<file path="src/rtl/csfr_pkg.sv">
// Shared types and constants for the compact-support field remap unit.
`timescale 1ns / 1ps
`default_nettype none

package csfr_pkg;

    // Fractional bits of distance, radius and field value.
    localparam int FRAC_BITS = 16;
    localparam int DIST_W    = 32;
    localparam int RAD_W     = 31;
    localparam int OUT_W     = FRAC_BITS + 1;
    // Fractional bits of the normalised magnitude and of the polynomial terms.
    localparam int Q_BITS    = 30;
    localparam int PROD_W    = 2 * Q_BITS;
    localparam int H_W       = Q_BITS + 2;

    localparam logic [RAD_W-1:0] RAD_RESET = RAD_W'(1) << FRAC_BITS;
    localparam logic [OUT_W-1:0] OUT_ONE   = OUT_W'(1) << FRAC_BITS;
    localparam logic [OUT_W-1:0] OUT_ZERO  = '0;

    // Polynomial coefficients in Q1.30.
    localparam logic [Q_BITS+1:0] T_C0   = (Q_BITS + 2)'(5) << (Q_BITS - 3);
    localparam logic [Q_BITS+1:0] U_C0   = (Q_BITS + 2)'(15) << (Q_BITS - 4);
    localparam logic [H_W-1:0]    H_HALF = H_W'(1) << (Q_BITS - 1);
    localparam logic [H_W-1:0]    H_RND  = H_W'(1) << (Q_BITS - 1 - FRAC_BITS);
    localparam int                H_SH   = Q_BITS - FRAC_BITS;

    // One beat travelling down the divider chain.
    typedef struct packed {
        logic              valid;
        logic              sat;
        logic              sat_one;
        logic              neg;
        logic [RAD_W-1:0]  rem;
        logic [Q_BITS-1:0] quo;
    } t_div_beat;

    // Control carried alongside the polynomial stages.
    typedef struct packed {
        logic valid;
        logic sat;
        logic sat_one;
        logic neg;
    } t_poly_ctl;

endpackage

`default_nettype wire

</file>
<file path="src/rtl/csfr_div_cell.sv">
// One restoring-division cell: produces one quotient bit per beat.
`timescale 1ns / 1ps
`default_nettype none

module csfr_div_cell (
    input  wire logic                        i_clk,
    input  wire logic                        i_rst_n,
    input  wire logic                        i_advance,
    input  wire logic [csfr_pkg::RAD_W-1:0]  i_radius,
    input  wire csfr_pkg::t_div_beat         i_beat,
    output csfr_pkg::t_div_beat              o_beat
);

    logic [csfr_pkg::RAD_W:0] w_rem2;
    logic [csfr_pkg::RAD_W:0] w_diff;
    logic                     w_take;
    csfr_pkg::t_div_beat      n_beat;
    csfr_pkg::t_div_beat      r_beat;
    logic                     r_valid;

    assign w_rem2 = {i_beat.rem, 1'b0};
    assign w_diff = w_rem2 - {1'b0, i_radius};
    assign w_take = (w_rem2 >= {1'b0, i_radius});

    always_comb begin
        n_beat     = i_beat;
        n_beat.rem = w_take ? w_diff[csfr_pkg::RAD_W-1:0]
                            : w_rem2[csfr_pkg::RAD_W-1:0];
        n_beat.quo = {i_beat.quo[csfr_pkg::Q_BITS-2:0], w_take};
    end

    always_ff @(posedge i_clk) begin
        if (!i_rst_n) begin
            r_valid <= 1'b0;
        end else if (i_advance) begin
            r_valid <= i_beat.valid;
        end
    end

    always_ff @(posedge i_clk) begin
        if (i_advance) begin
            r_beat <= n_beat;
        end
    end

    always_comb begin
        o_beat       = r_beat;
        o_beat.valid = r_valid;
    end

endmodule

`default_nettype wire

</file>
<file path="config.mk">
export PLATFORM = sky130hd
export DESIGN_NAME = csfr_div_cell
export DESIGN_NICKNAME = d
export VERILOG_FILES = /design/src/rtl/csfr_pkg.sv /design/src/rtl/csfr_div_cell.sv
export SDC_FILE = /design/constraint.sdc
export NUM_CORES = 1
export LEC_CHECK = 0
export BUFFER_PORTS_ARGS = -buffer_cell sky130_fd_sc_hd__buf_2
export CAP_MARGIN = 20
export CORE_MARGIN = 2
export CORE_UTILIZATION = 45
export CTS_CLUSTER_SIZE = 12
export DETAILED_ROUTE_END_ITERATION = 10
export PLACE_DENSITY = 0.75
export SYNTH_ARGS = -nofsm -noshare
export SYNTH_HDL_FRONTEND = slang
export SYNTH_SLANG_ARGS = --single-unit
export TNS_END_PERCENT = 20
</file>
<file path="constraint.sdc">
create_clock -name i_clk -period 4 [get_ports i_clk]
set_input_delay 0.2 -clock i_clk [delete_from_list [all_inputs] [get_ports i_clk]]
set_output_delay 0.2 -clock i_clk [all_outputs]
set_load 0.05 [all_outputs]
</file>
Yosys cells after proc, flatten, opt, wreduce, memory -nomap -nowiden

Cells that the tools add are included.

Mux-type cells: 1
Add/sub/neg operators: 1
Magnitude comparators: 1

Operator list:

| cell                                         | number |
|---|---|
| greater-or-equal comparator 32 x 31 -> 1 bit | 1 |
| two-way mux 31 bit                           | 1 |
| subtractor 31 bit                            | 1 |

Bits in registers: 65
Output and inout port bits: 65
Logic and storage cells: 10
Input port bits: 99

Logic depth before layout (Yosys ltp)

Gate-level depths: netlist (run 1).

Word-level depth: 2
Depth in mapped cells: 12
Mapped depth without buffers: 11

Worst setup path before layout (run 1)

OpenSTA, ideal clock, no wires.

Path kind: input -> register
Start: in i_radius[0] (netlist name)
End: reg r_beat (netlist bit o_beat[44]) (data pin)
Setup time: 254 ps
Data required time: 3746 ps
Cell stages on the path: 11
Path buffers: 1
Slack: 1216 ps
Arrival time: 2530 ps
Path through: inv_1 -> fa_1 -> a21o_1 -> a221oi_2 -> a31o_2 -> a21oi_1 -> o21a_1 -> nor4_4 -> buf_2 -> a21oi_1 -> a21o_1

RTL lines:

| item                 | RTL line            | source |
|---|---|---|
| from (decl)          | csfr_div_cell.sv:9  | `input wire logic [csfr_pkg::RAD_W-1:0] i_radius,` |
| to (signal assigned) | csfr_div_cell.sv:42 | `r_beat <= n_beat;` |
| to (decl)            | csfr_div_cell.sv:18 | `csfr_pkg::t_div_beat r_beat;` |

==> flow_metrics.env, run 1 <==
export IMPL_outcome="complete, no violations"
export IMPL_antennaDiodeCount=0
export IMPL_ctsHoldBuffers=0
export IMPL_slew_headroom=0.573
export IMPL_yosysSeqAreaShare=0.468
export IMPL_synth_area_leader_cell="edfxtp_1"
export IMPL_core_um2=9060
export IMPL_clk_latency_ns=0.34
export IMPL_io_pins=164
export IMPL_via_per_inst=5.35
export IMPL_ys_ff_latch=65
export IMPL_nNetsFinal=693
export IMPL_die_y_um=100
export IMPL_dp_hpwl_um=7930
export IMPL_start_kind="input pin"
export IMPL_mostFrequentLayoutCells="buf_2 (162), edfxtp_1 (64), inv_1 (37), nand2_1 (37), ha_1 (31)"
export IMPL_grt_total_usage=0.198
export IMPL_finalCriticalPeriod_ns=2.86
export IMPL_cts_setup_buffers=0
export IMPL_worst_pin_slew_ns=0.625
export IMPL_power_leakage_nw=2.46
export IMPL_setup_viol=0
export IMPL_h_tree_depth=3
export IMPL_clock_tree_root_cell="clkbuf_8"
export IMPL_drt_iter0_markers=120
export IMPL_antenna_found_initial=0
export IMPL_hold_viol=0
export IMPL_multiInputGateArea_um2=1990
export IMPL_critPathArrivalTime_ns=2.95
export IMPL_cts_made_buffers=9
export IMPL_synth_warning_count=0
export IMPL_final_layout_size_suffix_gt1_frac=0.339
export IMPL_final_cell_area_um2=5240
export IMPL_power_density_nw_per_um2=413
export IMPL_ctsResizeCount=0
export IMPL_wl_per_cell_um=14.9
export IMPL_clock_skew_ns=0
export IMPL_fin_crit_sh=0.716
export IMPL_synth_area_um2=4150
export IMPL_nFillCells=810
export IMPL_rows=35
export IMPL_first_pass_iters=4
export IMPL_routabilityCongestion=0.912
export IMPL_final_common_cell="buf_2"
export IMPL_die_area_um2=10000
export IMPL_fmax_mhz=349
export IMPL_start_util=0.457
export IMPL_yosysUniqueCellTypes=54
export IMPL_crit_fanout=4
export IMPL_clock_path_buffers=2
export IMPL_criticalPathCategory="input pin to flop"
export IMPL_syn_inst=402
export IMPL_rsz0062_at_grt="no"
export IMPL_end_kind="flop"
export IMPL_ir_drop_uv=175
export IMPL_synth_top_area_share=0.464
export IMPL_vias=3626
export IMPL_grt_max_degree=43
export IMPL_ff_latch_area_um2=1940
export IMPL_layout_area_overhead_vs_synth_pct=26.4
export IMPL_synth_edff_count=64
export IMPL_drc=0
export IMPL_ant_nets=0
export IMPL_async_flop_share=0
export IMPL_syn_area_per_cell_um2=10.3
export IMPL_io_buffers=162
export IMPL_overflow=0
export IMPL_tns_ns=0
export IMPL_syn_nets=533
export IMPL_placed_area_um2=5060
export IMPL_cp_required_ns=4.08
export IMPL_min_path_type="input pin to flop"
export IMPL_cts_sinks=65
export IMPL_grt_pass1_vias=3481
export IMPL_die_w_um=100
export IMPL_drv_cap=0
export IMPL_clk_pin_slew_ns=0.08
export IMPL_slew_violations=0
export IMPL_grt_first_pass_wirelength_um=15700
export IMPL_drt_wl_total_um=10100
export IMPL_synth_area_top_cells="edfxtp_1 (46%), ha_1 (9.4%), o21ai_0 (3.6%), a21o_1 (3.4%), a21oi_1 (3.4%)"
export IMPL_ys_flop_type="edfxtp_1"
export IMPL_cts_tree="done"
-- critical path: stages --
cell	delay [ns]
buf_2	0.07
inv_1	0.03
ha_1	0.34
a21o_1	0.23
a2111oi_0	0.62
a2111oi_0	0.26
o31a_1	0.36
o22ai_1	0.33
o21ai_0	0.18
xnor2_1	0.19
o21ai_0	0.12
-- synth_stat cells, drive strengths merged (2+ instances only) --
cell     instances
o211ai           5
a31o             2
o21ai           30
nand2b           3
ha              31
inv             38
nand3b           2
edfxtp          64
buf              4
a21o            19
mux2i            2
a21oi           28
a2111oi          3
a211oi          10
and3             6
clkbuf          14
nor2b            3
mux2             4
nand4            7
o22ai            2
nor3b            2
xnor2           13
nand3            6
o21bai           4
nor2            15
nor3             4
o21a             4
nand2           37
a41o             2
a31oi            3
o31a             2
xor2            12
and4             2
and2             2
-- per-layer routing --
| metal | global-route usage | part of all wire | vias to the layer above |
|---|---|---|---|
| met4 | 0.0685 | 0.019 | 0 |
| li1 | - | - | 1809 |
| met1 | 0.220 | 0.40 | 1660 |
| met3 | 0.0550 | 0.074 | 18 |
| met2 | 0.364 | 0.51 | 139 |
| met5 | 0 | 0 | - |
-- report_power, final --
group	switching [mW]	internal [mW]
Sequential	0.0161	0.847
Combinational	0.542	0.243
Clock	0.272	0.243
-- cells by family after synthesis --
group | synth area share
simple gates | 0.109
fa+ha+maj | 0.0984
mux | 0.0157
xor+xnor | 0.0528
compound gates | 0.203
buf+inv | 0.0525
flops | 0.468
-- worst paths after layout --
| check | startpoint | endpoint | slack (ns) | cells after the start |
|---|---|---|---|---|
| hold / removal | i_beat[8] | o_beat[9]$_DFFE_PP_ | 0.03 | 1 |
| setup / recovery | i_radius[4] | o_beat[55]$_DFFE_PP_ | 1.14 | 11 |
| hold reg to reg | r_valid$_SDFFE_PN0P_ | r_valid$_SDFFE_PN0P_ | 0.55 | 2 |
| setup reg to reg | r_valid$_SDFFE_PN0P_ | r_valid$_SDFFE_PN0P_ | 3.39 | 2 |
-- cell type report --
type / instances / area share
Inverter: 38 / 0.0272
Timing Repair Buffer: 167 / 0.162
Sequential cell: 65 / 0.371
Tap cell: 111 / 0.0265
Multi-Input combinational cell: 281 / 0.379
Clock buffer: 10 / 0.0263
Clock inverter: 6 / 0.00812
-- sequential cells by signal, indices dropped and copies added, names as in the netlist --
name and count:
o_beat 64, r_valid 1
-- metrics by stage --
stage                     std cells  total power, mW  hold slack [ns]  utilization  setup slack, ns
after floorplan                 402             1.46            0.299            -             1.22
after global placement          662             1.64            0.376        0.558            0.895
after detailed placement        662             1.66            0.378        0.558            0.812
after CTS                       678             2.18           0.0165        0.578             1.17
after global routing            678             2.27          0.00690        0.578            0.933
final                           678             2.16           0.0267        0.578             1.14
Power figures use the tool's default switching activity.
==> run 2: changes to the inputs <==
==> constraint.sdc (replaced) <==
create_clock -name i_clk -period 2.7 [get_ports i_clk]
set_input_delay 0.135 -clock i_clk [delete_from_list [all_inputs] [get_ports i_clk]]
set_output_delay 0.135 -clock i_clk [all_outputs]
set_load 0.05 [all_outputs]
==> run 2 against run 1 <==
Against the previous run:
- sequential power is 49% higher
- critical path type unchanged
- clock power is 100% higher
- clock skew stayed put
- hold slack better by 0.010 ns
- global-route usage is 4.0 points higher
- count of clock-buffer cells in the layout is 1 lower
- setup slack worse by 0.97 ns
- largest cell class unchanged
- cell area is 16% higher
- final cell count is 13% higher
- combinational power is 68% higher
- power is 69% higher
- register-to-register slack worse by 1.3 ns
==> flow_metrics.env, run 2 (synthesized netlist as in run 1, its figures left out) <==
export IMPL_outcome="complete, no violations"
export IMPL_r2r_start="r_valid$_SDFFE_PN0P_"
export IMPL_ant_nets=0
export IMPL_ir_drop_uv=304
export IMPL_io_buffers=162
export IMPL_vias=4041
export IMPL_rsz0062_at_grt="no"
export IMPL_worst_pin_slew_ns=0.690
export IMPL_overflow=0
export IMPL_mostFrequentLayoutCells="buf_2 (162), edfxtp_1 (64), buf_4 (59)"
export IMPL_crit_fanout=4
export IMPL_hp_start="i_rst_n"
export IMPL_hold_depth=2
export IMPL_power_density_nw_per_um2=604
export IMPL_antenna_found_initial=0
export IMPL_layout_area_overhead_vs_synth_pct=46.1
export IMPL_nNetsFinal=780
export IMPL_rows=35
export IMPL_cts_setup_buffers=0
export IMPL_cts_made_buffers=9
export IMPL_clk_pin_slew_ns=0.08
export IMPL_setup_ws_ns=0.172
export IMPL_drt_wl_total_um=12000
export IMPL_grt_pass1_vias=4160
export IMPL_largest_reg_flops=64
export IMPL_routabilityCongestion=0.885
export IMPL_use_met1=0.261
export IMPL_drt_iter0_markers=184
export IMPL_switching_power_mw=1.30
export IMPL_switching_share=0.356
export IMPL_finalCriticalPeriod_ns=2.53
export IMPL_drc=0
export IMPL_final_common_cell="buf_2"
export IMPL_criticalPathCategory="input pin to flop"
export IMPL_core_um2=9060
export IMPL_pre_cts_ws_ns=-0.163
export IMPL_dp_hpwl_um=8570
export IMPL_antennaDiodeCount=0
export IMPL_placed_area_um2=5490
export IMPL_final_layout_size_suffix_gt1_frac=0.379
export IMPL_pwr_share_seq=0.353
export IMPL_io_pins=164
export IMPL_end_kind="flop"
export IMPL_clk_latency_ns=0.34
export IMPL_gr_usage_met2=0.454
export IMPL_via_per_inst=5.28
export IMPL_fin_crit_sh=0.936
export IMPL_first_pass_iters=4
export IMPL_grt_util_met3=0.0564
export IMPL_combPwrFrac=0.361
export IMPL_die_w_um=100
export IMPL_critPathArrivalTime_ns=2.63
export IMPL_grt_most_used_layer="met2"
export IMPL_nFillCells=681
export IMPL_wl_per_cell_um=15.7
export IMPL_min_path_type="input pin to flop"
export IMPL_slew_violations=0
export IMPL_cts_sinks=65
export IMPL_start_util=0.457
export IMPL_clkPwrFrac=0.286
export IMPL_clock_path_buffers=2
export IMPL_die_y_um=100
export IMPL_clock_skew_ns=0
export IMPL_cp_required_ns=2.80
export IMPL_slew_headroom=0.540
export IMPL_p_int_mw=2.35
export IMPL_final_cell_area_um2=6060
export IMPL_power_leakage_nw=2.90
export IMPL_cts_tree="done"
export IMPL_worst_r2r_setup_slack_ns=2.06
export IMPL_r2r_end="r_valid$_SDFFE_PN0P_"
export IMPL_grt_max_degree=41
export IMPL_hold_end="r_valid$_SDFFE_PN0P_"
export IMPL_hold_viol=0
export IMPL_grt_total_usage=0.238
export IMPL_die_area_um2=10000
export IMPL_start_kind="input pin"
export IMPL_drv_cap=0
export IMPL_clock_tree_root_cell="clkbuf_8"
export IMPL_utilization=0.668
export IMPL_grt_first_pass_wirelength_um=18900
export IMPL_h_tree_depth=3
export IMPL_fmax_mhz=396
export IMPL_setup_viol=0
export IMPL_r2r_cells=2
==> run 2: worst max-delay path: stages <==
cell and delay [ns]:
buf_2 0.08, inv_1 0.04, ha_1 0.34, a21o_1 0.21, a2111oi_1 0.39, buf_4 0.18
a2111oi_0 0.09, buf_4 0.14, o31a_1 0.30, o22ai_1 0.29, xnor2_1 0.13, mux2_1 0.30
==> run 2: final cells by class <==
type	count	area (um2)	area share
clock buffers	9	124	0.0205
flip-flops and latches	65	1940	0.321
well taps	111	139	0.0229
clock inverters	7	125	0.0207
repair buffers	254	1590	0.263
inverters	38	143	0.0236
multi-input cells	281	1990	0.329
==> run 2: per-layer routing <==
| layer | share of wire | vias to the layer above |
|---|---|---|
| li1 | - | 1984 |
| met1 | 0.39 | 1900 |
| met2 | 0.53 | 147 |
| met3 | 0.071 | 10 |
| met4 | 0.0092 | 0 |
| met5 | 0 | - |
==> run 2: stage by stage <==
stage                     hold WS, ns  std cells  power (mW)  setup TNS (ns)
after floorplan                 0.234        402        2.16               0
after global placement          0.311        717        2.55          -0.904
after detailed placement        0.313        717        2.57           -2.25
after CTS                      0.0372        765        3.65               0
after global routing           0.0425        765        3.82               0
final                          0.0370        765        3.66               0
==> run 2: worst max-delay path by stage <==
stage / from / to
2_1_floorplan: i_radius[0] / o_beat[49]$_DFFE_PP_
3_3_place_gp: i_radius[4] / o_beat[51]$_DFFE_PP_
3_5_place_dp: i_radius[4] / o_beat[55]$_DFFE_PP_
4_1_cts: i_radius[4] / o_beat[51]$_DFFE_PP_
5_1_grt: i_radius[20] / o_beat[51]$_DFFE_PP_
6_report: i_radius[4] / o_beat[51]$_DFFE_PP_
==> run 2: repair_timing <==
action                     CTS  global route
hold buffers                32             0
setup endpoints to repair    0             2
hold endpoints to repair    32             0
gates resized for setup      0             1
==> run 2: power by group through the flow <==
stage | clock network [mW] | registers, mW | logic, mW
after floorplan | 0 | 1.72 | 0.445
after global placement | 0 | 1.31 | 1.24
after detailed placement | 0 | 1.31 | 1.27
after CTS | 1.06 | 1.29 | 1.31
after global routing | 1.10 | 1.30 | 1.42
final | 1.05 | 1.29 | 1.32
==> run 3: changes to the inputs <==
--- a/config.mk
+++ b/config.mk
@@ -8,10 +8,11 @@
 export BUFFER_PORTS_ARGS = -buffer_cell sky130_fd_sc_hd__buf_2
 export CAP_MARGIN = 20
 export CORE_MARGIN = 2
-export CORE_UTILIZATION = 45
+export CORE_UTILIZATION = 49
 export CTS_CLUSTER_SIZE = 12
 export DETAILED_ROUTE_END_ITERATION = 10
-export PLACE_DENSITY = 0.75
+export PLACE_DENSITY = 0.81
+export RECOVER_POWER = 100
 export SYNTH_ARGS = -nofsm -noshare
 export SYNTH_HDL_FRONTEND = slang
 export SYNTH_SLANG_ARGS = --single-unit
==> run 3 against run 2 <==
Against the previous run:
- the flow now finishes with violations (max-capacitance violations, max-slew violations)
- largest cell class unchanged
- largest power group is now registers
- via count up 2.2%
- first-iteration DRC count fell by 3.8%
- count of clock-buffer cells in the layout did not move
- highest routed layer unchanged
- sequential power about the same
- global-route usage up 3.3 points
- routed wire length increased by 3.6%
- setup slack improved by 0.0090 ns
- clock skew stayed put
- cell area is 4.2% lower
- final cell count decreased by 1.7%
==> flow_metrics.env, run 3 (synthesized netlist as in run 1, its figures left out) <==
export IMPL_outcome="complete, but fails checks"
export IMPL_violations="max-capacitance violations, max-slew violations"
export IMPL_setup_ws_ns=0.181
export IMPL_grt_pass1_vias=4105
export IMPL_use_met1=0.308
export IMPL_startpoint="i_radius[4]"
export IMPL_dp_hpwl_um=8510
export IMPL_final_layout_size_suffix_gt1_frac=0.258
export IMPL_antennaDiodeCount=0
export IMPL_cts_made_buffers=9
export IMPL_io_pins=164
export IMPL_min_path_type="input pin to flop"
export IMPL_routabilityCongestion=0.887
export IMPL_critPathArrivalTime_ns=2.62
export IMPL_drc=0
export IMPL_setup_viol=0
export IMPL_hold_viol=0
export IMPL_ant_nets=0
export IMPL_clock_path_buffers=2
export IMPL_grt_most_used_layer="met2"
export IMPL_fmax_mhz=397
export IMPL_grt_total_usage=0.270
export IMPL_cp_required_ns=2.80
export IMPL_ir_drop_uv=294
export IMPL_layout_area_overhead_vs_synth_pct=39.9
export IMPL_start_kind="input pin"
export IMPL_die_y_um=96.0
export IMPL_slew_headroom=-0.0639
export IMPL_via_per_inst=5.49
export IMPL_gr_usage_met2=0.474
export IMPL_drv_cap=1
export IMPL_io_buffers=162
export IMPL_clk_pin_slew_ns=0.08
export IMPL_wl_per_cell_um=16.5
export IMPL_cts_tree="done"
export IMPL_pre_cts_ws_ns=-0.167
export IMPL_r2r_cells=2
export IMPL_holdWs_ns=0.0221
export IMPL_vias=4130
export IMPL_final_common_cell="buf_2"
export IMPL_power_density_nw_per_um2=576
export IMPL_start_util=0.504
export IMPL_drt_wl_total_um=12400
export IMPL_end_kind="flop"
export IMPL_rows=33
export IMPL_clock_skew_ns=0
export IMPL_grt_max_degree=30
export IMPL_r2r_end="r_valid$_SDFFE_PN0P_"
export IMPL_die_w_um=96.0
export IMPL_fin_crit_sh=0.933
export IMPL_mostFrequentLayoutCells="buf_2 (93), clkbuf_1 (72), edfxtp_1 (64)"
export IMPL_worst_r2r_setup_slack_ns=2.07
export IMPL_finalNonFillerCells=752
export IMPL_total_power_mw=3.34
export IMPL_largest_reg_flops=64
export IMPL_worst_pin_slew_ns=1.60
export IMPL_crit_fanout=3
export IMPL_antenna_found_initial=0
export IMPL_first_pass_iters=4
export IMPL_rsz0062_at_grt="no"
export IMPL_cts_sinks=65
export IMPL_power_leakage_nw=2.61
export IMPL_h_tree_depth=3
export IMPL_drt_iter0_markers=177
export IMPL_tns_ns=0
export IMPL_criticalPathCategory="input pin to flop"
export IMPL_grt_first_pass_wirelength_um=19200
export IMPL_nNetsFinal=773
export IMPL_clock_tree_root_cell="clkbuf_8"
export IMPL_slew_violations=30
export IMPL_die_area_um2=9210
export IMPL_r2r_start="r_valid$_SDFFE_PN0P_"
export IMPL_clk_latency_ns=0.35
export IMPL_grt_util_met3=0.0720
export IMPL_crit_end="o_beat[55]$_DFFE_PP_"
export IMPL_finalCriticalPeriod_ns=2.52
export IMPL_dpl_cell_count=704
export IMPL_core_um2=8220
export IMPL_overflow=0
==> run 3: final cells by class <==
| type | instances | area, um2 |
|---|---|---|
| clock inverter | 7 | 46.3 |
| sequential | 65 | 1940 |
| clock buffer | 9 | 124 |
| tap | 105 | 131 |
| multi-input combinational | 281 | 1990 |
| fill | 617 | 2420 |
| timing repair buffer | 247 | 1420 |
| inverter | 38 | 143 |
==> run 3: worst max-delay path, cell delays in order <==
cell       delay [ns]
buf_2            0.09
inv_1            0.04
ha_1             0.31
a21o_1           0.23
a2111oi_1        0.46
buf_4            0.19
a2111oi_0        0.10
o31a_1           0.34
o22ai_1          0.31
o21ai_0          0.16
xnor2_1          0.16
o21ai_0          0.10
==> run 3: stage by stage <==
| step | cell area (um2) | utilization |
|---|---|---|
| floorplan | 4150 | - |
| finish | 5800 | 0.706 |
| global placement | 5410 | 0.659 |
| global route | 5800 | 0.706 |
| CTS | 5900 | 0.718 |
| detailed placement | 5410 | 0.659 |
==> run 3: where the power goes <==
part / internal, mW / switching (mW) / leakage [nW]
logic: 0.427 / 0.854 / 1.89
clock network: 0.331 / 0.434 / 0.0830
registers: 1.26 / 0.0348 / 0.634
total: 2.02 / 1.32 / 2.61
==> run 3: worst min path at each step <==
stage	cells past startpoint	endpoint	start	slack [ns]
6_report	2	r_valid$_SDFFE_PN0P_	i_rst_n	0.02
5_1_grt	2	r_valid$_SDFFE_PN0P_	i_rst_n	0.03
4_1_cts	2	r_valid$_SDFFE_PN0P_	i_rst_n	0.01
3_5_place_dp	1	o_beat[25]$_DFFE_PP_	i_beat[24]	0.31
3_3_place_gp	1	o_beat[27]$_DFFE_PP_	i_beat[26]	0.31
2_1_floorplan	0	o_beat[10]$_DFFE_PP_	i_beat[9]	0.23
==> run 3: per-layer routing <==
| metal | up-vias | share of wire |
|---|---|---|
| met4 | 0 | 0.029 |
| met3 | 38 | 0.096 |
| li1 | 1968 | - |
| met1 | 1921 | 0.38 |
| met5 | - | 0 |
| met2 | 203 | 0.50 |
==> run 3: what timing repair did <==
action                                  4_1_cts  5_1_grt
endpoints found under the setup margin        0        1
hold buffers                                 32        0
gates resized for setup                       0        1
setup buffers                                 0        0
endpoints found under the hold margin        32        0
